<file path="src/rtl/modexp_pkg.sv">
// shared types for the modular exponentiation block
// no dependencies; imported by modexp_mulmod and modular_exponentiation
package modexp_pkg;

   typedef enum logic [2:0] {
      ST_IDLE,
      ST_SCAN,
      ST_SQ_START,
      ST_SQ_WAIT,
      ST_MUL_START,
      ST_MUL_WAIT,
      ST_NEXT,
      ST_FINISH
   } modexp_state_type;

   typedef struct packed {
      logic busy;
      logic done;
   } modexp_mul_status_type;

endpackage

</file>
<file path="src/rtl/modular_exponentiation.sv">
// modular exponentiation top level: exponent scan sequencer and output register
// depends on modexp_pkg and modexp_mulmod
//
// usage: write the modulus on csr_write_enable/csr_write_data while idle
// (reset value 1). a request word carries base and exponent; one response
// word carries base^exponent mod modulus (1 for a zero exponent).
// one word is worked on at a time; req_stall is high from acceptance until
// the result has been moved into the output register.
// sequence after acceptance: the scan skips the leading zero exponent bits,
// then each remaining bit takes a square and each set bit also a multiply,
// and the result is then loaded into the output register; a zero exponent
// goes straight from the scan to the load. the worst case is set by the
// bit-serial multiplier, which retires one multiplier bit per cycle.
// the next request is accepted only once the result is loaded, so one word
// is finished before the next one is started.
// reset clears the sequencer, the output valid and sets the modulus to 1.
// a stalled response holds in the output register; the next request is still
// accepted and its result waits until that register is free.
module modular_exponentiation #(
   parameter int WIDTH = 32
) (
   input  logic             clock,
   input  logic             reset,
   input  logic             req_valid,
   output logic             req_stall,
   input  logic [WIDTH-1:0] req_base_value,
   input  logic [WIDTH-1:0] req_exponent,
   output logic             rsp_valid,
   input  logic             rsp_stall,
   output logic [WIDTH-1:0] rsp_residue,
   input  logic             csr_write_enable,
   input  logic [WIDTH-1:0] csr_write_data
);
   import modexp_pkg::*;

   localparam int CW = $clog2(WIDTH + 1);

   modexp_state_type      state_ff, state_in;
   logic [WIDTH-1:0]      modulus_ff, modulus_in;
   logic [WIDTH-1:0]      base_ff, base_in;
   logic [WIDTH-1:0]      exp_ff, exp_in;
   logic [WIDTH-1:0]      acc_ff, acc_in;
   logic [CW-1:0]         cnt_ff, cnt_in;
   logic                  rsp_valid_ff, rsp_valid_in;
   logic [WIDTH-1:0]      rsp_residue_ff, rsp_residue_in;

   logic                  accept;
   logic                  out_free;
   logic                  mul_start;
   logic [WIDTH-1:0]      mul_y;
   modexp_mul_status_type mul_status;
   logic [WIDTH-1:0]      mul_result;

   assign req_stall = (state_ff != ST_IDLE);
   assign accept    = req_valid && !req_stall;
   assign out_free  = !rsp_valid_ff || !rsp_stall;

   modexp_mulmod #(
      .WIDTH(WIDTH)
   ) u_mulmod (
      .clock   (clock),
      .reset   (reset),
      .start   (mul_start),
      .x_value (acc_ff),
      .y_value (mul_y),
      .modulus (modulus_ff),
      .status  (mul_status),
      .result  (mul_result)
   );

   // next state
   always_comb begin
      state_in = state_ff;
      unique case (state_ff)
         ST_IDLE: begin
            if (accept) state_in = ST_SCAN;
         end
         ST_SCAN: begin
            if (cnt_ff == '0) begin
               state_in = ST_FINISH;
            end else if (exp_ff[WIDTH-1]) begin
               state_in = ST_SQ_START;
            end
         end
         ST_SQ_START:  state_in = ST_SQ_WAIT;
         ST_SQ_WAIT: begin
            if (mul_status.done) state_in = exp_ff[WIDTH-1] ? ST_MUL_START : ST_NEXT;
         end
         ST_MUL_START: state_in = ST_MUL_WAIT;
         ST_MUL_WAIT: begin
            if (mul_status.done) state_in = ST_NEXT;
         end
         ST_NEXT: begin
            state_in = (cnt_ff == CW'(1)) ? ST_FINISH : ST_SQ_START;
         end
         ST_FINISH: begin
            if (out_free) state_in = ST_IDLE;
         end
         default: state_in = ST_IDLE;
      endcase
   end

   // datapath and outputs
   always_comb begin
      modulus_in     = csr_write_enable ? csr_write_data : modulus_ff;
      base_in        = base_ff;
      exp_in         = exp_ff;
      acc_in         = acc_ff;
      cnt_in         = cnt_ff;
      rsp_valid_in   = rsp_valid_ff && rsp_stall;
      rsp_residue_in = rsp_residue_ff;
      mul_start      = 1'b0;
      mul_y          = acc_ff;
      unique case (state_ff)
         ST_IDLE: begin
            if (accept) begin
               base_in = req_base_value;
               exp_in  = req_exponent;
               acc_in  = WIDTH'(1);
               cnt_in  = CW'(WIDTH);
            end
         end
         ST_SCAN: begin
            // skip leading zeros of the exponent
            if (cnt_ff != '0 && !exp_ff[WIDTH-1]) begin
               exp_in = {exp_ff[WIDTH-2:0], 1'b0};
               cnt_in = cnt_ff - CW'(1);
            end
         end
         ST_SQ_START: begin
            mul_start = 1'b1;
         end
         ST_SQ_WAIT, ST_MUL_WAIT: begin
            if (mul_status.done) acc_in = mul_result;
         end
         ST_MUL_START: begin
            mul_start = 1'b1;
            mul_y     = base_ff;
         end
         ST_NEXT: begin
            exp_in = {exp_ff[WIDTH-2:0], 1'b0};
            cnt_in = cnt_ff - CW'(1);
         end
         ST_FINISH: begin
            if (out_free) begin
               rsp_valid_in   = 1'b1;
               rsp_residue_in = acc_ff;
            end
         end
         default: begin
         end
      endcase
   end

   always_ff @(posedge clock) begin
      if (reset) begin
         state_ff     <= ST_IDLE;
         modulus_ff   <= WIDTH'(1);
         rsp_valid_ff <= 1'b0;
         cnt_ff       <= '0;
      end else begin
         state_ff     <= state_in;
         modulus_ff   <= modulus_in;
         rsp_valid_ff <= rsp_valid_in;
         cnt_ff       <= cnt_in;
      end
      base_ff        <= base_in;
      exp_ff         <= exp_in;
      acc_ff         <= acc_in;
      rsp_residue_ff <= rsp_residue_in;
   end

   assign rsp_valid   = rsp_valid_ff;
   assign rsp_residue = rsp_residue_ff;

   a_done_in_wait: assert property (@(posedge clock) disable iff (reset)
      mul_status.done |-> (state_ff == ST_SQ_WAIT || state_ff == ST_MUL_WAIT))
      else $error("multiplier finished outside a wait state");

   a_start_when_free: assert property (@(posedge clock) disable iff (reset)
      mul_start |-> !mul_status.busy)
      else $error("multiplier started while busy");

   a_accept_scans: assert property (@(posedge clock) disable iff (reset)
      accept |=> (state_ff == ST_SCAN && acc_ff == WIDTH'(1)))
      else $error("accepted word did not start a scan");

   a_acc_reduced: assert property (@(posedge clock) disable iff (reset)
      (state_ff == ST_NEXT && modulus_ff != '0) |-> (acc_ff < modulus_ff))
      else $error("running value not reduced");

endmodule

</file>
<file path="src/rtl/modexp_mulmod.sv">
// bit-serial modular multiplier: r = 2r + y_bit * x, reduced each cycle
// depends on modexp_pkg for the status struct
module modexp_mulmod #(
   parameter int WIDTH = 32
) (
   input  logic                              clock,
   input  logic                              reset,
   input  logic                              start,
   input  logic [WIDTH-1:0]                  x_value,
   input  logic [WIDTH-1:0]                  y_value,
   input  logic [WIDTH-1:0]                  modulus,
   output modexp_pkg::modexp_mul_status_type status,
   output logic [WIDTH-1:0]                  result
);
   import modexp_pkg::*;

   localparam int CW = $clog2(WIDTH + 1);

   logic             run_ff, run_in;
   logic             done_ff, done_in;
   logic [CW-1:0]    cnt_ff, cnt_in;
   logic [WIDTH-1:0] y_ff, y_in;
   logic [WIDTH-1:0] xr_ff, xr_in;
   logic [WIDTH-1:0] r_ff, r_in;

   logic [WIDTH+1:0] sum, m1, m2, diff1, diff2;
   logic [WIDTH-1:0] step;

   // sum < 3m, so one of three candidates is in range
   always_comb begin
      m1    = {2'b00, modulus};
      m2    = {1'b0, modulus, 1'b0};
      sum   = {1'b0, r_ff, 1'b0} + (y_ff[WIDTH-1] ? {2'b00, xr_ff} : '0);
      diff1 = sum - m1;
      diff2 = sum - m2;
      if (modulus == '0) begin
         step = sum[WIDTH-1:0];
      end else if (sum >= m2) begin
         step = diff2[WIDTH-1:0];
      end else if (sum >= m1) begin
         step = diff1[WIDTH-1:0];
      end else begin
         step = sum[WIDTH-1:0];
      end
   end

   always_comb begin
      run_in  = run_ff;
      done_in = 1'b0;
      cnt_in  = cnt_ff;
      y_in    = y_ff;
      xr_in   = xr_ff;
      r_in    = r_ff;
      if (start) begin
         run_in = 1'b1;
         cnt_in = CW'(WIDTH);
         y_in   = y_value;
         // the x operand is already below the modulus except the initial 1 with modulus 1
         xr_in  = (modulus == WIDTH'(1)) ? '0 : x_value;
         r_in   = '0;
      end else if (run_ff) begin
         r_in   = step;
         y_in   = {y_ff[WIDTH-2:0], 1'b0};
         cnt_in = cnt_ff - CW'(1);
         if (cnt_ff == CW'(1)) begin
            run_in  = 1'b0;
            done_in = 1'b1;
         end
      end
   end

   always_ff @(posedge clock) begin
      if (reset) begin
         run_ff  <= 1'b0;
         done_ff <= 1'b0;
         cnt_ff  <= '0;
      end else begin
         run_ff  <= run_in;
         done_ff <= done_in;
         cnt_ff  <= cnt_in;
      end
      y_ff  <= y_in;
      xr_ff <= xr_in;
      r_ff  <= r_in;
   end

   assign status.busy = run_ff;
   assign status.done = done_ff;
   assign result      = r_ff;

endmodule
</file>
<file path="config.mk">
export PLATFORM = sky130hd
export DESIGN_NAME = modular_exponentiation
export DESIGN_NICKNAME = d
export VERILOG_FILES = /design/src/rtl/modexp_pkg.sv /design/src/rtl/modular_exponentiation.sv /design/src/rtl/modexp_mulmod.sv
export SDC_FILE = /design/constraint.sdc
export NUM_CORES = 1
export LEC_CHECK = 0
export ABC_AREA = 1
export BUFFER_PORTS_ARGS = -buffer_cell sky130_fd_sc_hd__buf_4
export CELL_PAD_IN_SITES_DETAIL_PLACEMENT = 1
export CELL_PAD_IN_SITES_GLOBAL_PLACEMENT = 1
export CORE_ASPECT_RATIO = 0.5
export CORE_MARGIN = 4
export CORE_UTILIZATION = 41
export DETAILED_ROUTE_END_ITERATION = 6
export MAX_ROUTING_LAYER = met4
export PLACE_DENSITY_LB_ADDON = 0.1
export REMOVE_ABC_BUFFERS = 1
export SKIP_CTS_REPAIR_TIMING = 1
export SYNTH_ARGS = -nofsm -noshare
export SYNTH_HDL_FRONTEND = slang
export SYNTH_HIERARCHICAL = 1
export SYNTH_SLANG_ARGS = --single-unit
</file>
<file path="constraint.sdc">
create_clock -name clock -period 4.1 [get_ports clock]
set_input_delay 0.41 -clock clock [delete_from_list [all_inputs] [get_ports clock]]
set_output_delay 0.41 -clock clock [all_outputs]
set_load 0.02 [all_outputs]
</file>
==> flow_metrics.env, run 1 <==
export IMPL_outcome="complete, but fails checks"
export IMPL_violations="negative setup slack"
export IMPL_drive_gt1_share_pct=31.2
export IMPL_viasPerCell=5.18
export IMPL_worstSetupPathType="flip-flop to flip-flop"
export IMPL_fmax_ghz=0.208
export IMPL_antenna_found_initial=1
export IMPL_path_common_cell="nand2_1"
export IMPL_vias=18700
export IMPL_grtUsageTotal_pct=29.8
export IMPL_start_util_pct=42.1
export IMPL_synthesis_area_sq_mm=0.0179
export IMPL_cts_made_buffers=27
export IMPL_rows=53
export IMPL_crit_arrival_ns=5.34
export IMPL_synth_area_per_cell_sq_um=7.42
export IMPL_htreeDepth=1
export IMPL_cpLargestDelayFamily="simple AND/OR/NAND/NOR gates"
export IMPL_gp_congestion=0.980
export IMPL_wl_per_cell_microns=20.8
export IMPL_end_kind="flip-flop"
export IMPL_finalSetupTns_ns=-21.02
export IMPL_setup_violations=32
export IMPL_nNetsFinal=3205
export IMPL_hold_viol=0
export IMPL_fin_skew_ns=0.0224
export IMPL_fillers=5296
export IMPL_io_pins=135
export IMPL_hold_worst_slack_ns=0.0195
export IMPL_fp_dieW_microns=304
export IMPL_drv_cap=0
export IMPL_area_growth_pct=41.7
export IMPL_syn_instance_count=2414
export IMPL_rsz0062_at_grt="yes"
export IMPL_crit_fanout=8
export IMPL_clk_pin_slew_ns=0.07
export IMPL_grt_pass1_vias=18400
export IMPL_tritoncts="yes"
export IMPL_die_h_microns=156
export IMPL_cpMaxStageDelayCell="edfxtp_1"
export IMPL_multi_input_area_sq_mm=0.0101
export IMPL_first_iter_violations=1512
export IMPL_grt_pass1_wl_mm=105
export IMPL_dp_hpwl_mm=54.8
export IMPL_relSlewSlack_pct=18.8
export IMPL_dp_cells=3488
export IMPL_clk_path_buf_depth=3
export IMPL_grt_ovfl_total=0
export IMPL_min_path_type="input port to flip-flop"
export IMPL_post_layout_nonfiller_instances=3600
export IMPL_clock_sinks=274
export IMPL_grt_max_degree=43
export IMPL_regArea_sq_mm=0.00741
export IMPL_drtPass1Iterations=5
export IMPL_startpoint_type="flip-flop"
export IMPL_cp_required_ns=4.62
export IMPL_portBuffers=134
export IMPL_yosys_warnings=6
export IMPL_cts_root_buffer="clkbuf_16"
export IMPL_min_period_ns=4.81
export IMPL_worst_pin_slew_ns=1.22
export IMPL_postRouteAntennaNets=0
export IMPL_core_sq_mm=0.0426
export IMPL_max_stage_delay_ns=0.48
export IMPL_drc=0
export IMPL_finalCritPeriodShare_pct=117
export IMPL_path_buf_inv=10
export IMPL_setup_slack_ns=-0.714
export IMPL_insertion_delay_ns=0.59
export IMPL_slew_violations=0
export IMPL_fp_dieArea_sq_mm=0.0473
export IMPL_wl_mm=74.7
-- per-layer routing --
| layer | vias to the layer above | global-route usage (%) | share of wire [%] |
|---|---|---|---|
| met3 | 106 | 3.62 | 6.6 |
| li1 | 8895 | - | - |
| met2 | 569 | 43.5 | 43 |
| met5 | - | - | 0 |
| met4 | 0 | 4.86 | 2.2 |
| met1 | 9095 | 44.9 | 48 |
-- cell usage in the layout (no fill, tap or decap), types with 8 or more instances in the layout --
cell and count:
clkbuf_16 31, inv_1 328, buf_4 566, nand4_1 22
a21oi_1 87, edfxtp_1 192, o21a_1 8, o21bai_1 18
nand2_1 705, nand2_4 12, nor4_1 9, o21ai_0 59
a31oi_1 9, nor2_2 33, dfxtp_1 82, o21ai_1 11
dlygate4sd3_1 26, ha_1 61, nand3_1 83, inv_2 19
xor2_1 37, mux2_2 32, nor2_4 9, nor3_1 16
nor2_1 246, buf_6 12, nand3_2 23, nand2_2 78
xnor2_1 22, a21oi_2 27, clkinv_1 8, nand3b_1 8
ha_4 35, a21o_1 13
-- layout make-up --
type                            instances  share of cell area, %
Clock buffer                           32                   2.74
Antenna cell                            1                0.00986
Inverter                              352                   5.25
Sequential cell                       274                   29.2
Clock inverter                         17                  0.784
Multi-Input combinational cell       1732                   40.0
Timing Repair Buffer                  615                   19.2
Tap cell                              577                   2.84
-- state kept, by name (all words and copies together) (netlist names), 32 cells and up --
register,cells
modulus_ff,32
u_mulmod/result,32
base_ff,32
rsp_residue,32
acc_ff,32
u_mulmod/y_ff,32
exp_ff,32
u_mulmod/xr_ff,32
-- metrics by stage --
step           cell area [sq um]  util, %  worst slack (ns)
6_report                   25400     59.6            -0.714
5_1_grt                    25400     59.6            -0.938
4_1_cts                    23500     55.2            -0.998
3_5_place_dp               22600     53.1            -0.962
3_3_place_gp               22600     53.1            -0.868
2_1_floorplan              17600        -            -0.721
-- path summary, 6_finish.rpt --
| path | cells past startpoint | from | end | slack [ns] |
|---|---|---|---|---|
| setup / recovery | 35 | u_mulmod/y_ff[31] | u_mulmod/result[30] | -0.71 |
| hold / removal | 1 | req_base_value[6] | base_ff[6] | 0.02 |
| setup reg to reg | 35 | u_mulmod/y_ff[31] | u_mulmod/result[30] | -0.71 |
| hold reg to reg | 0 | acc_ff[27] | rsp_residue[27] | 0.48 |
Power of run 1 is not shown: default switching activity piles up to over one toggle a cycle in this logic, so the estimate is an artifact.
==> inputs of run 2 (changes only) <==
--- a/config.mk
+++ b/config.mk
@@ -11,7 +11,7 @@
 export CELL_PAD_IN_SITES_GLOBAL_PLACEMENT = 1
 export CORE_ASPECT_RATIO = 0.5
 export CORE_MARGIN = 4
-export CORE_UTILIZATION = 41
+export CORE_UTILIZATION = 35
 export DETAILED_ROUTE_END_ITERATION = 6
 export MAX_ROUTING_LAYER = met4
 export PLACE_DENSITY_LB_ADDON = 0.1
==> run 2 against run 1 <==
The run still ends with negative setup slack left. Clock-buffer cell count up 1. Maximum frequency up 1.2%. Cell area up 0.91%. Via count down 2.8%. Flip-flop and latch count unchanged. Register-to-register slack better by 0.06 ns. Global-route usage down 4.7 points. Clock skew about the same. Cell count up 3.8%. Sequential share of layout area down 0.26 points. Utilization down 8.8 points. Die area up 16%.
==> flow_metrics.env, run 2 (synthesis gave the netlist of run 1 again) <==
export IMPL_outcome="complete, but fails checks"
export IMPL_violations="negative setup slack"
export IMPL_clk_pin_slew_ns=0.06
export IMPL_end_kind="flip-flop"
export IMPL_fillers=6206
export IMPL_min_path_type="input port to flip-flop"
export IMPL_wl_mm=70.9
export IMPL_fp_dieW_microns=328
export IMPL_insertion_delay_ns=0.61
export IMPL_tritoncts="yes"
export IMPL_worstHoldPathCells=3
export IMPL_io_pins=135
export IMPL_drtPass1Iterations=5
export IMPL_nNetsFinal=3228
export IMPL_dp_cells=3612
export IMPL_core_sq_mm=0.0504
export IMPL_postRouteAntennaNets=0
export IMPL_grtUsageTotal_pct=25.1
export IMPL_die_h_microns=168
export IMPL_rsz0062_at_grt="yes"
export IMPL_clock_sinks=274
export IMPL_drc=0
export IMPL_clk_path_buf_depth=3
export IMPL_grt_max_degree=46
export IMPL_rows=58
export IMPL_min_period_ns=4.76
export IMPL_regArea_sq_mm=0.00741
export IMPL_start_util_pct=35.5
export IMPL_grt_ovfl_total=0
export IMPL_grt_pass1_wl_mm=104
export IMPL_setup_violations=32
export IMPL_cts_made_buffers=28
export IMPL_htreeDepth=1
export IMPL_cp_required_ns=4.60
export IMPL_antenna_cells=0
export IMPL_relSlewSlack_pct=19.7
export IMPL_post_layout_nonfiller_instances=3737
export IMPL_finalCritPeriodShare_pct=116
export IMPL_crit_fanout=8
export IMPL_drive_gt1_share_pct=30.3
export IMPL_dp_hpwl_mm=55.0
export IMPL_wl_per_cell_microns=19.0
export IMPL_gp_congestion=0.978
export IMPL_ff2ff_path_depth=35
export IMPL_portBuffers=134
export IMPL_vias=18200
export IMPL_worst_pin_slew_ns=1.20
export IMPL_grt_pass1_vias=18200
export IMPL_fmax_ghz=0.210
export IMPL_multi_input_area_sq_mm=0.0100
export IMPL_hold_viol=0
export IMPL_finalSetupTns_ns=-19.03
export IMPL_max_stage_delay_ns=0.50
export IMPL_startpoint_type="flip-flop"
export IMPL_antenna_found_initial=0
export IMPL_crit_arrival_ns=5.26
export IMPL_fp_dieArea_sq_mm=0.0551
export IMPL_slew_violations=0
export IMPL_final_cell_mix="nand2_1 (723), buf_4 (576), inv_1 (329), nor2_1 (259), edfxtp_1 (192)"
export IMPL_layout_commonest_cell="nand2_1"
export IMPL_fin_skew_ns=0.0222
export IMPL_worstSetupPathType="flip-flop to flip-flop"
export IMPL_setup_slack_ns=-0.658
export IMPL_cpMaxStageDelayCell="edfxtp_1"
export IMPL_viasPerCell=4.86
export IMPL_cts_root_buffer="clkbuf_16"
export IMPL_area_growth_pct=43.0
export IMPL_first_iter_violations=1291
export IMPL_drv_cap=0
export IMPL_path_common_cell="nand2_2"
run 2: changes by cell type in the layout (fill, tap and decap cells not counted), sizes merged:
cell and change:
diode -1, clkinvlp -3, dlygate4sd3 +6, inv +3, nand2 +2, buf +15
bufinv -1, clkinv +3
run 2: final timing paths:
path	from	to	slack, ns
worst max-delay path	u_mulmod/y_ff[31]	u_mulmod/result[5]	-0.66
worst min-delay path	csr_write_data[0]	modulus_ff[0]	0.02
worst max register to register	u_mulmod/y_ff[31]	u_mulmod/result[5]	-0.66
worst min register to register	acc_ff[31]	rsp_residue[31]	0.49
run 2: final cells by class:
class,count,share of cell area [%]
Timing Repair Buffer,635,19.8
Clock inverter,19,0.762
Sequential cell,274,28.9
Inverter,352,5.21
Clock buffer,33,2.81
Multi-Input combinational cell,1734,39.2
Tap cell,690,3.37
run 2: through the flow:
stage	utilization [%]	hold slack [ns]	worst slack, ns	area [sq um]
2_1_floorplan	-	0.444	-0.721	17600
3_3_place_gp	45.3	0.462	-0.728	22800
3_5_place_dp	45.3	0.477	-0.901	22800
4_1_cts	47.1	-0.0605	-0.952	23800
5_1_grt	50.8	0.00461	-0.887	25600
6_report	50.8	0.0191	-0.658	25600
run 2: critical path, delay by kind of cell (launching register included):
kind | cells | cell delay (ns)
buffers and inverters | 7 | 0.78
DFF | 1 | 0.50
and+or+nand+nor | 20 | 1.82
AOI/OAI and AO/OA | 4 | 0.66
adders and majority gates | 3 | 0.72
xor gates and xnor gates | 1 | 0.17
run 2: metal layers:
metal | track usage (%) | wire (microns) | vias to the layer above
met2 | 34.6 | 28700 | 354
met5 | - | 0 | -
met1 | 39.5 | 37800 | 8763
li1 | - | - | 8962
met3 | 3.32 | 3350 | 72
met4 | 3.05 | 1030 | 0
Power of run 2 is left out for the same reason.
